==> config.mk <==
export PLATFORM = sky130hd
export DESIGN_NAME = multi_button_time_debouncer_core
export DESIGN_NICKNAME = d
export VERILOG_FILES = /design/src/sv/mbtd_pkg.sv /design/src/sv/mbtd_btn.sv /design/src/sv/mbtd_held.sv /design/src/sv/multi_button_time_debouncer_core.sv
export SDC_FILE = /design/constraint.sdc
export NUM_CORES = 2
export LEC_CHECK = 0
export BUFFER_PORTS_ARGS = -buffer_cell sky130_fd_sc_hd__buf_2
export CAP_MARGIN = 30
export CORE_ASPECT_RATIO = 0.7
export CORE_MARGIN = 2
export CORE_UTILIZATION = 40
export CTS_CLUSTER_SIZE = 8
export DETAILED_ROUTE_END_ITERATION = 8
export PLACE_DENSITY_LB_ADDON = 0.05
export SLEW_MARGIN = 25
export SYNTH_ARGS = -nofsm -noshare
export SYNTH_HDL_FRONTEND = slang
export SYNTH_HIERARCHICAL = 1
export SYNTH_SLANG_ARGS = --single-unit
==> constraint.sdc <==
create_clock -name i_clk -period 8.5 [get_ports i_clk]
set_input_delay 1.7 -clock i_clk [delete_from_list [all_inputs] [get_ports i_clk]]
set_output_delay 1.7 -clock i_clk [all_outputs]
set_load 0.03 [all_outputs]
==> src/sv/mbtd_pkg.sv <==
// ----------------------------------------------------------------------------
// mbtd_pkg
// Shared constants and types for the multi-button time debouncer.
// ----------------------------------------------------------------------------
package mbtd_pkg;

    localparam int NUM_BUTTONS    = 9;
    localparam int BOOT_INDEX     = 8;
    localparam int NUM_REG_BITS   = 8;
    localparam int ANY_DOWN_COUNT = 7;    // UP..SELECT; SLIDE and BOOT excluded
    localparam int DEB_W          = 16;
    localparam int SEL_W          = 4;
    localparam int HELD_W         = 32;
    localparam int NOW_W          = 32;
    localparam int TIME_WIDTH_DEF = 32;

    localparam logic [DEB_W-1:0] DEBOUNCE_RESET = 16'd12;

    // APB register map
    localparam int               ADDR_W       = 2;
    localparam int               PDATA_W      = 32;
    localparam logic [ADDR_W-1:0] ADDR_DEBOUNCE = 2'd0;

    // bit of the inverted register byte that feeds each button
    localparam logic [2:0] BIT_OF_BUTTON [NUM_REG_BITS] = '{
        3'd2, 3'd4, 3'd0, 3'd1, 3'd7, 3'd6, 3'd5, 3'd3
    };

    typedef struct packed {
        logic stable_next;
        logic pressed;
        logic released;
    } t_btn_status;

endpackage

==> src/sv/mbtd_btn.sv <==
// ----------------------------------------------------------------------------
// mbtd_btn
// One button: candidate tracking, debounce timer and press timestamp.
// ----------------------------------------------------------------------------
module mbtd_btn #(
    parameter int TIME_WIDTH = mbtd_pkg::TIME_WIDTH_DEF
) (
    input  logic                           i_clk,
    input  logic                           i_rst_n,
    input  logic                           i_en,
    input  logic                           i_sample,
    input  logic [TIME_WIDTH-1:0]          i_now,
    input  logic [mbtd_pkg::DEB_W-1:0]     i_debounce,
    output mbtd_pkg::t_btn_status          o_status,
    output logic [TIME_WIDTH-1:0]          o_press_next
);

    logic                  r_stable;
    logic                  r_cand;
    logic [TIME_WIDTH-1:0] r_change;
    logic [TIME_WIDTH-1:0] r_press;

    logic                  n_stable;
    logic                  n_cand;
    logic [TIME_WIDTH-1:0] n_change;
    logic [TIME_WIDTH-1:0] n_press;

    logic [TIME_WIDTH-1:0] elapsed;
    logic                  settle;

    always_comb begin
        elapsed  = i_now - r_change;
        settle   = (i_sample == r_cand) && (i_sample != r_stable)
                   && (elapsed >= TIME_WIDTH'(i_debounce));
        n_cand   = i_sample;
        n_change = (i_sample != r_cand) ? i_now : r_change;
        n_stable = settle ? i_sample : r_stable;
        n_press  = r_press;
        if (settle) begin
            n_press = i_sample ? i_now : '0;
        end
        o_status.stable_next = n_stable;
        o_status.pressed     = settle & i_sample;
        o_status.released    = settle & ~i_sample;
        o_press_next         = n_press;
    end

    always_ff @(posedge i_clk) begin
        if (!i_rst_n) begin
            r_stable <= 1'b0;
            r_cand   <= 1'b0;
            r_change <= '0;
            r_press  <= '0;
        end else if (i_en) begin
            r_stable <= n_stable;
            r_cand   <= n_cand;
            r_change <= n_change;
            r_press  <= n_press;
        end
    end

endmodule

==> src/sv/mbtd_held.sv <==
// ----------------------------------------------------------------------------
// mbtd_held
// Held-time lookup: selects one button and measures time since its press.
// ----------------------------------------------------------------------------
module mbtd_held #(
    parameter int TIME_WIDTH = mbtd_pkg::TIME_WIDTH_DEF
) (
    input  logic [mbtd_pkg::SEL_W-1:0]       i_sel,
    input  logic [mbtd_pkg::NUM_BUTTONS-1:0] i_stable,
    input  logic [TIME_WIDTH-1:0]            i_press [mbtd_pkg::NUM_BUTTONS],
    input  logic [TIME_WIDTH-1:0]            i_now,
    output logic [mbtd_pkg::HELD_W-1:0]      o_held
);

    logic                         hit;
    logic [TIME_WIDTH-1:0]        press;
    logic [TIME_WIDTH-1:0]        diff;
    logic [TIME_WIDTH+mbtd_pkg::HELD_W-1:0] diff_wide;

    always_comb begin
        hit   = 1'b0;
        press = '0;
        for (int i = 0; i < mbtd_pkg::NUM_BUTTONS; i++) begin
            if (i_sel == mbtd_pkg::SEL_W'(i)) begin
                hit   = i_stable[i];
                press = i_press[i];
            end
        end
        diff      = i_now - press;
        diff_wide = {{mbtd_pkg::HELD_W{1'b0}}, diff};
        // a press stamped at time zero reads as no press
        o_held    = (hit && (press != '0)) ? diff_wide[mbtd_pkg::HELD_W-1:0] : '0;
    end

endmodule

==> src/sv/multi_button_time_debouncer_core.sv <==
// ----------------------------------------------------------------------------
// multi_button_time_debouncer_core
// Nine-button debouncer with press/release pulses and held-time readout.
// ----------------------------------------------------------------------------
// Each transaction is one poll. The block takes one poll per clock while the
// output is not stalled: the poll lands in an input register, the nine button
// cells and the held-time lookup settle in one pass, and the result is captured
// in an output register while the cell state updates at the same edge, so the
// next poll already sees it. A stalled output holds the result and backs up
// through the input register. debounce_ms sits at APB byte address 0 (reset
// 12); write it only while the block is idle.
// ----------------------------------------------------------------------------
module multi_button_time_debouncer_core #(
    parameter int TIME_WIDTH = mbtd_pkg::TIME_WIDTH_DEF
) (
    input  logic                              i_clk,
    input  logic                              i_rst_n,

    input  logic                              psel,
    input  logic                              penable,
    input  logic                              pwrite,
    input  logic [mbtd_pkg::ADDR_W-1:0]       paddr,
    input  logic [mbtd_pkg::PDATA_W-1:0]      pwdata,
    output logic [mbtd_pkg::PDATA_W-1:0]      prdata,
    output logic                              pready,

    input  logic                              i_in_valid,
    output logic                              o_in_ready,
    input  logic [mbtd_pkg::NUM_REG_BITS-1:0] i_raw_byte,
    input  logic                              i_boot_level,
    input  logic [mbtd_pkg::NOW_W-1:0]        i_now_ms,
    input  logic [mbtd_pkg::SEL_W-1:0]        i_held_select,

    output logic                              o_out_valid,
    input  logic                              i_out_ready,
    output logic [mbtd_pkg::NUM_REG_BITS-1:0] o_raw_inverted,
    output logic [mbtd_pkg::NUM_BUTTONS-1:0]  o_stable_mask,
    output logic [mbtd_pkg::NUM_BUTTONS-1:0]  o_pressed_mask,
    output logic [mbtd_pkg::NUM_BUTTONS-1:0]  o_released_mask,
    output logic                              o_any_down,
    output logic [mbtd_pkg::HELD_W-1:0]       o_held_ms
);

    localparam int NB = mbtd_pkg::NUM_BUTTONS;

    // configuration
    logic [mbtd_pkg::DEB_W-1:0] r_debounce;

    // input register
    logic                              r_s1_valid;
    logic [mbtd_pkg::NUM_REG_BITS-1:0] r_raw;
    logic                              r_boot;
    logic [mbtd_pkg::NOW_W-1:0]        r_now;
    logic [mbtd_pkg::SEL_W-1:0]        r_sel;

    // output register
    logic                              r_out_valid;
    logic [mbtd_pkg::NUM_REG_BITS-1:0] r_inv;
    logic [NB-1:0]                     r_stable_mask;
    logic [NB-1:0]                     r_pressed_mask;
    logic [NB-1:0]                     r_released_mask;
    logic                              r_any_down;
    logic [mbtd_pkg::HELD_W-1:0]       r_held;

    logic                              out_load;
    logic                              in_take;
    logic [mbtd_pkg::NUM_REG_BITS-1:0] inv;
    logic [NB-1:0]                     sample;
    logic [TIME_WIDTH+mbtd_pkg::NOW_W-1:0] now_wide;
    logic [TIME_WIDTH-1:0]             now_t;
    mbtd_pkg::t_btn_status             status [NB];
    logic [TIME_WIDTH-1:0]             press_next [NB];
    logic [NB-1:0]                     n_stable_mask;
    logic [NB-1:0]                     n_pressed_mask;
    logic [NB-1:0]                     n_released_mask;
    logic [mbtd_pkg::HELD_W-1:0]       n_held;

    // APB
    assign pready = 1'b1;
    assign prdata = (paddr == mbtd_pkg::ADDR_DEBOUNCE)
                  ? mbtd_pkg::PDATA_W'(r_debounce) : '0;

    always_ff @(posedge i_clk) begin
        if (!i_rst_n) begin
            r_debounce <= mbtd_pkg::DEBOUNCE_RESET;
        end else if (psel && penable && pwrite && pready
                     && (paddr == mbtd_pkg::ADDR_DEBOUNCE)) begin
            r_debounce <= pwdata[mbtd_pkg::DEB_W-1:0];
        end
    end

    // handshake: stage 1 moves whenever the output register is free or draining
    assign out_load   = r_s1_valid && (!r_out_valid || i_out_ready);
    assign o_in_ready = !r_s1_valid || out_load;
    assign in_take    = i_in_valid && o_in_ready;

    always_ff @(posedge i_clk) begin
        if (!i_rst_n) begin
            r_s1_valid <= 1'b0;
        end else if (o_in_ready) begin
            r_s1_valid <= i_in_valid;
        end
    end

    always_ff @(posedge i_clk) begin
        if (in_take) begin
            r_raw  <= i_raw_byte;
            r_boot <= i_boot_level;
            r_now  <= i_now_ms;
            r_sel  <= i_held_select;
        end
    end

    // sample decode and time alignment
    always_comb begin
        inv      = ~r_raw;
        now_wide = {{TIME_WIDTH{1'b0}}, r_now};
        now_t    = now_wide[TIME_WIDTH-1:0];
    end

    for (genvar g = 0; g < NB; g++) begin : g_btn
        if (g == mbtd_pkg::BOOT_INDEX) begin : g_boot
            assign sample[g] = ~r_boot;
        end else begin : g_reg
            assign sample[g] = inv[mbtd_pkg::BIT_OF_BUTTON[g]];
        end

        mbtd_btn #(
            .TIME_WIDTH (TIME_WIDTH)
        ) u_btn (
            .i_clk        (i_clk),
            .i_rst_n      (i_rst_n),
            .i_en         (out_load),
            .i_sample     (sample[g]),
            .i_now        (now_t),
            .i_debounce   (r_debounce),
            .o_status     (status[g]),
            .o_press_next (press_next[g])
        );

        assign n_stable_mask[g]   = status[g].stable_next;
        assign n_pressed_mask[g]  = status[g].pressed;
        assign n_released_mask[g] = status[g].released;
    end

    mbtd_held #(
        .TIME_WIDTH (TIME_WIDTH)
    ) u_held (
        .i_sel    (r_sel),
        .i_stable (n_stable_mask),
        .i_press  (press_next),
        .i_now    (now_t),
        .o_held   (n_held)
    );

    // result register
    always_ff @(posedge i_clk) begin
        if (!i_rst_n) begin
            r_out_valid <= 1'b0;
        end else if (!r_out_valid || i_out_ready) begin
            r_out_valid <= r_s1_valid;
        end
    end

    always_ff @(posedge i_clk) begin
        if (out_load) begin
            r_inv           <= inv;
            r_stable_mask   <= n_stable_mask;
            r_pressed_mask  <= n_pressed_mask;
            r_released_mask <= n_released_mask;
            r_any_down      <= |n_stable_mask[mbtd_pkg::ANY_DOWN_COUNT-1:0];
            r_held          <= n_held;
        end
    end

    assign o_out_valid     = r_out_valid;
    assign o_raw_inverted  = r_inv;
    assign o_stable_mask   = r_stable_mask;
    assign o_pressed_mask  = r_pressed_mask;
    assign o_released_mask = r_released_mask;
    assign o_any_down      = r_any_down;
    assign o_held_ms       = r_held;

`ifndef ASSERT_OFF
    a_edge_exclusive: assert property (@(posedge i_clk) disable iff (!i_rst_n)
        o_out_valid |-> ((o_pressed_mask & o_released_mask) == '0))
        else $error("press and release pulse on the same button");

    a_press_is_down: assert property (@(posedge i_clk) disable iff (!i_rst_n)
        o_out_valid |-> ((o_pressed_mask & ~o_stable_mask) == '0))
        else $error("press pulse on a button that is not stably down");

    a_release_is_up: assert property (@(posedge i_clk) disable iff (!i_rst_n)
        o_out_valid |-> ((o_released_mask & o_stable_mask) == '0))
        else $error("release pulse on a button that is still down");

    a_any_down: assert property (@(posedge i_clk) disable iff (!i_rst_n)
        o_out_valid |-> (o_any_down == (|o_stable_mask[mbtd_pkg::ANY_DOWN_COUNT-1:0])))
        else $error("any_down disagrees with stable mask");
`endif

endmodule
==> flow_summary.json <==
{
  "status": "complete, no violations",
  "yosys-top-cells-area": "dfxtp_1 (20%), ha_1 (8.8%), nand2_1 (8.0%)",
  "met3_usage": 0.0662,
  "crit_start": "now_t[7]",
  "fin_crit_sh": 0.981,
  "wl_per_cell_microns": 24.6,
  "synth-edff-count": 113,
  "grt_pass1_vias": 59011,
  "num_vias": 64858,
  "gr-usage-met1": 0.491,
  "p_sw_mw": 4.01,
  "p_clk_frac": 0.362,
  "synth-main-ff-cell": "dfxtp_1",
  "slew_violations": 0,
  "seq_area_frac_synth": 0.250,
  "crit_type": "reg2reg",
  "yosysUniqueCellTypes": 125,
  "cts_tree": "yes",
  "grt_max_degree": 136,
  "grt-ovfl-total": 0,
  "clk_pin_slew_ps": 50,
  "antenna_found_initial": 18,
  "yosys.area.top_type_share": 0.196,
  "hold_viol": 0,
  "port_buffers": 155,
  "die_w_microns": 476,
  "crit_family": "compound AO/OA/AOI/OAI gates",
  "synthCells": 8028,
  "start_kind": "flop",
  "yosysMostFrequentCell": "nand2_1",
  "p_comb_frac": 0.314,
  "core_sq_mm": 0.155,
  "yosysTopAreaCell": "dfxtp_1",
  "maxCapViolCount": 0,
  "die_h_microns": 335,
  "clock_sinks": 725,
  "crit_path_end_kind": "flop",
  "track_usage": 0.320,
  "ys_async_sr_fraction": 0,
  "yosysWarnings": 6,
  "setup_violations": 0,
  "cts_root_buf": "clkbuf_16",
  "rsz0062_at_grt": "true",
  "tightestPinTransition_ps": 1180,
  "p_int_mw": 7.28,
  "placedCellCount": 10688,
  "crit_fanout": 15,
  "die_area_sq_mm": 0.159,
  "numCtsBuffers": 103,
  "row_count": 121,
  "grt-busiest-layer": "met1",
  "grt_pass1_wl_microns": 391000,
  "fin_skew_ps": 67.3,
  "drive_gt1_frac": 0.231,
  "p_total_mw": 11.3,
  "route.detailed.drc": 0,
  "rr_startpoint": "now_t[7]",
  "clock_latency_ps": 790,
  "final_nets": 9328,
  "seqPwrFrac": 0.323,
  "io_pins": 189,
  "switching_share": 0.355,
  "drtAntennaViolNets": 0,
  "h-tree-depth": 3,
  "synthTopCellsByCount": "nand2_1 (1337), dfxtp_1 (612), inv_1 (548)",
  "power.density_mw_per_mm2": 146,
  "avgSynthCellArea_sq_um": 7.78,
  "place_hpwl_microns": 195000,
  "cp_slowest_cell": "or4_1",
  "cp_common_cell": "buf_4",
  "ys_seq_elements": 725,
  "worst-path-buf-inv": 11,
  "start_util": 0.402,
  "vdd_ir_drop_max_mv": 0.172,
  "met2_usage": 0.449,
  "fmax_ghz": 0.120,
  "drt_iter0_drc": 7077,
  "arrival_ps": 8880,
  "routed_via_density": 5.93,
  "gp_congestion": 0.940,
  "wirelength_microns": 269000,
  "synth_area_sq_mm": 0.0625,
  "setup_tns_ps": 0,
  "min-delay-start": "g_btn[8].u_btn/r_change[10]",
  "clk_path_buf_depth": 3,
  "relSlewSlack": 0.193,
  "post-route-min-period_ps": 8340,
  "hold_class": "reg2reg",
  "required_ps": 9050,
  "area_growth_pct": 23.6,
  "stdcell_count": 10935,
  "drtPass1Iterations": 8,
  "slowest_delay_ps": 510,
  "leakagePower_nw": 31.1
}
## state kept, by name, indices dropped and copies added, names as in the netlist
| name | cells |
|---|---|
| now_t | 32 |
| g_btn.u_btn/r_cand | 9 |
| o_out_valid | 1 |
| o_stable_mask | 9 |
| g_btn.u_btn/r_change | 288 |
| r_debounce | 16 |
| o_raw_inverted | 8 |
| r_boot | 1 |
| r_raw | 8 |
| o_released_mask | 9 |
| o_held_ms | 32 |
| r_s1_valid | 1 |
| o_pressed_mask | 9 |
| g_btn.u_btn/r_press | 288 |
| g_btn.u_btn/r_stable | 9 |
| r_sel | 4 |
| o_any_down | 1 |
## cell type report
cell class                      instances  area (sq um)
Tap cell                             2091          2620
Clock inverter                          8           195
Antenna cell                            3          7.51
Inverter                              551          2070
Clock buffer                          147          2840
Multi-Input combinational cell       6192         44200
Fill cell                           15273         78100
Sequential cell                       725         15600
Timing Repair Buffer                 1218          9650
## metal layers
| metal | vias up | routed length [microns] |
|---|---|---|
| li1 | 30675 | - |
| met1 | 31428 | 131000 |
| met2 | 2456 | 106000 |
| met3 | 297 | 25100 |
| met4 | 2 | 6400 |
| met5 | - | 13 |
## final timing paths
path | to | slack, ps | cells past startpoint
worst max-delay path | o_held_ms[25] | 160 | 38
worst min-delay path | g_btn[8].u_btn/r_change[10] | 450 | 2
worst max register to register | o_held_ms[25] | 160 | 38
worst min register to register | g_btn[8].u_btn/r_change[10] | 450 | 2
## tightest hold or removal path, delay by kind of cell (launching register included)
family           cells  cell delay [ps]
AND/OR/NAND/NOR      1               50
flip-flops           1              300
AO/OA/AOI/OAI        1               50
## cell usage in the layout, fill, tap and decap left out, types with 63 or more instances in the layout
master,n
xor2_1,106
nand2_1,1326
a21o_1,94
nand4_1,97
a21boi_0,234
clkbuf_16,110
nor2_1,319
o21ai_1,74
nor3_1,76
ha_1,406
a22o_1,99
buf_4,974
mux2i_1,86
o211ai_1,63
o211a_1,200
nand3_1,90
a41oi_1,219
a31oi_1,249
dfxtp_1,612
a21oi_1,408
o21a_1,83
o21ai_0,320
inv_1,542
and2_1,250
xnor2_1,118
a21bo_2,181
edfxtp_1,113
buf_2,155
## timing repair
action                     4_1_cts  5_1_grt
pin swaps                       76      147
gates resized for setup        162      324
setup endpoints to repair       32       32
buffers inserted                26       55
hold buffers                     0        0
cloned                           0        7
## per-stage QoR
stage	cell area (sq um)	worst slack, ps	util	hold WS, ps
global placement	71000	-644	0.457	442
floorplan	62500	32.1	-	436
finish	77200	162	0.497	452
global route	77200	-117	0.497	473
CTS	74900	5.03	0.482	454
detailed placement	71000	-735	0.457	446
## cells by family after synthesis
logic type                 synth area share
AOI/OAI and AO/OA                     0.334
xor gates and xnor gates             0.0329
adders and majority gates            0.0936
buffers and inverters                0.0783
DFF                                   0.250
muxes                                0.0227
other                              0.000120
and+or+nand+nor                       0.188
## power by group through the flow
| stage | registers, mW | clock network, mW | logic, mW |
|---|---|---|---|
| global route | 3.66 | 4.31 | 3.83 |
| finish | 3.65 | 4.09 | 3.55 |
| global placement | 3.72 | 0 | 3.21 |
| CTS | 3.65 | 4.19 | 3.32 |
| floorplan | 3.80 | 0 | 1.87 |
| detailed placement | 3.72 | 0 | 3.23 |
(Power assumes the default switching activity.)
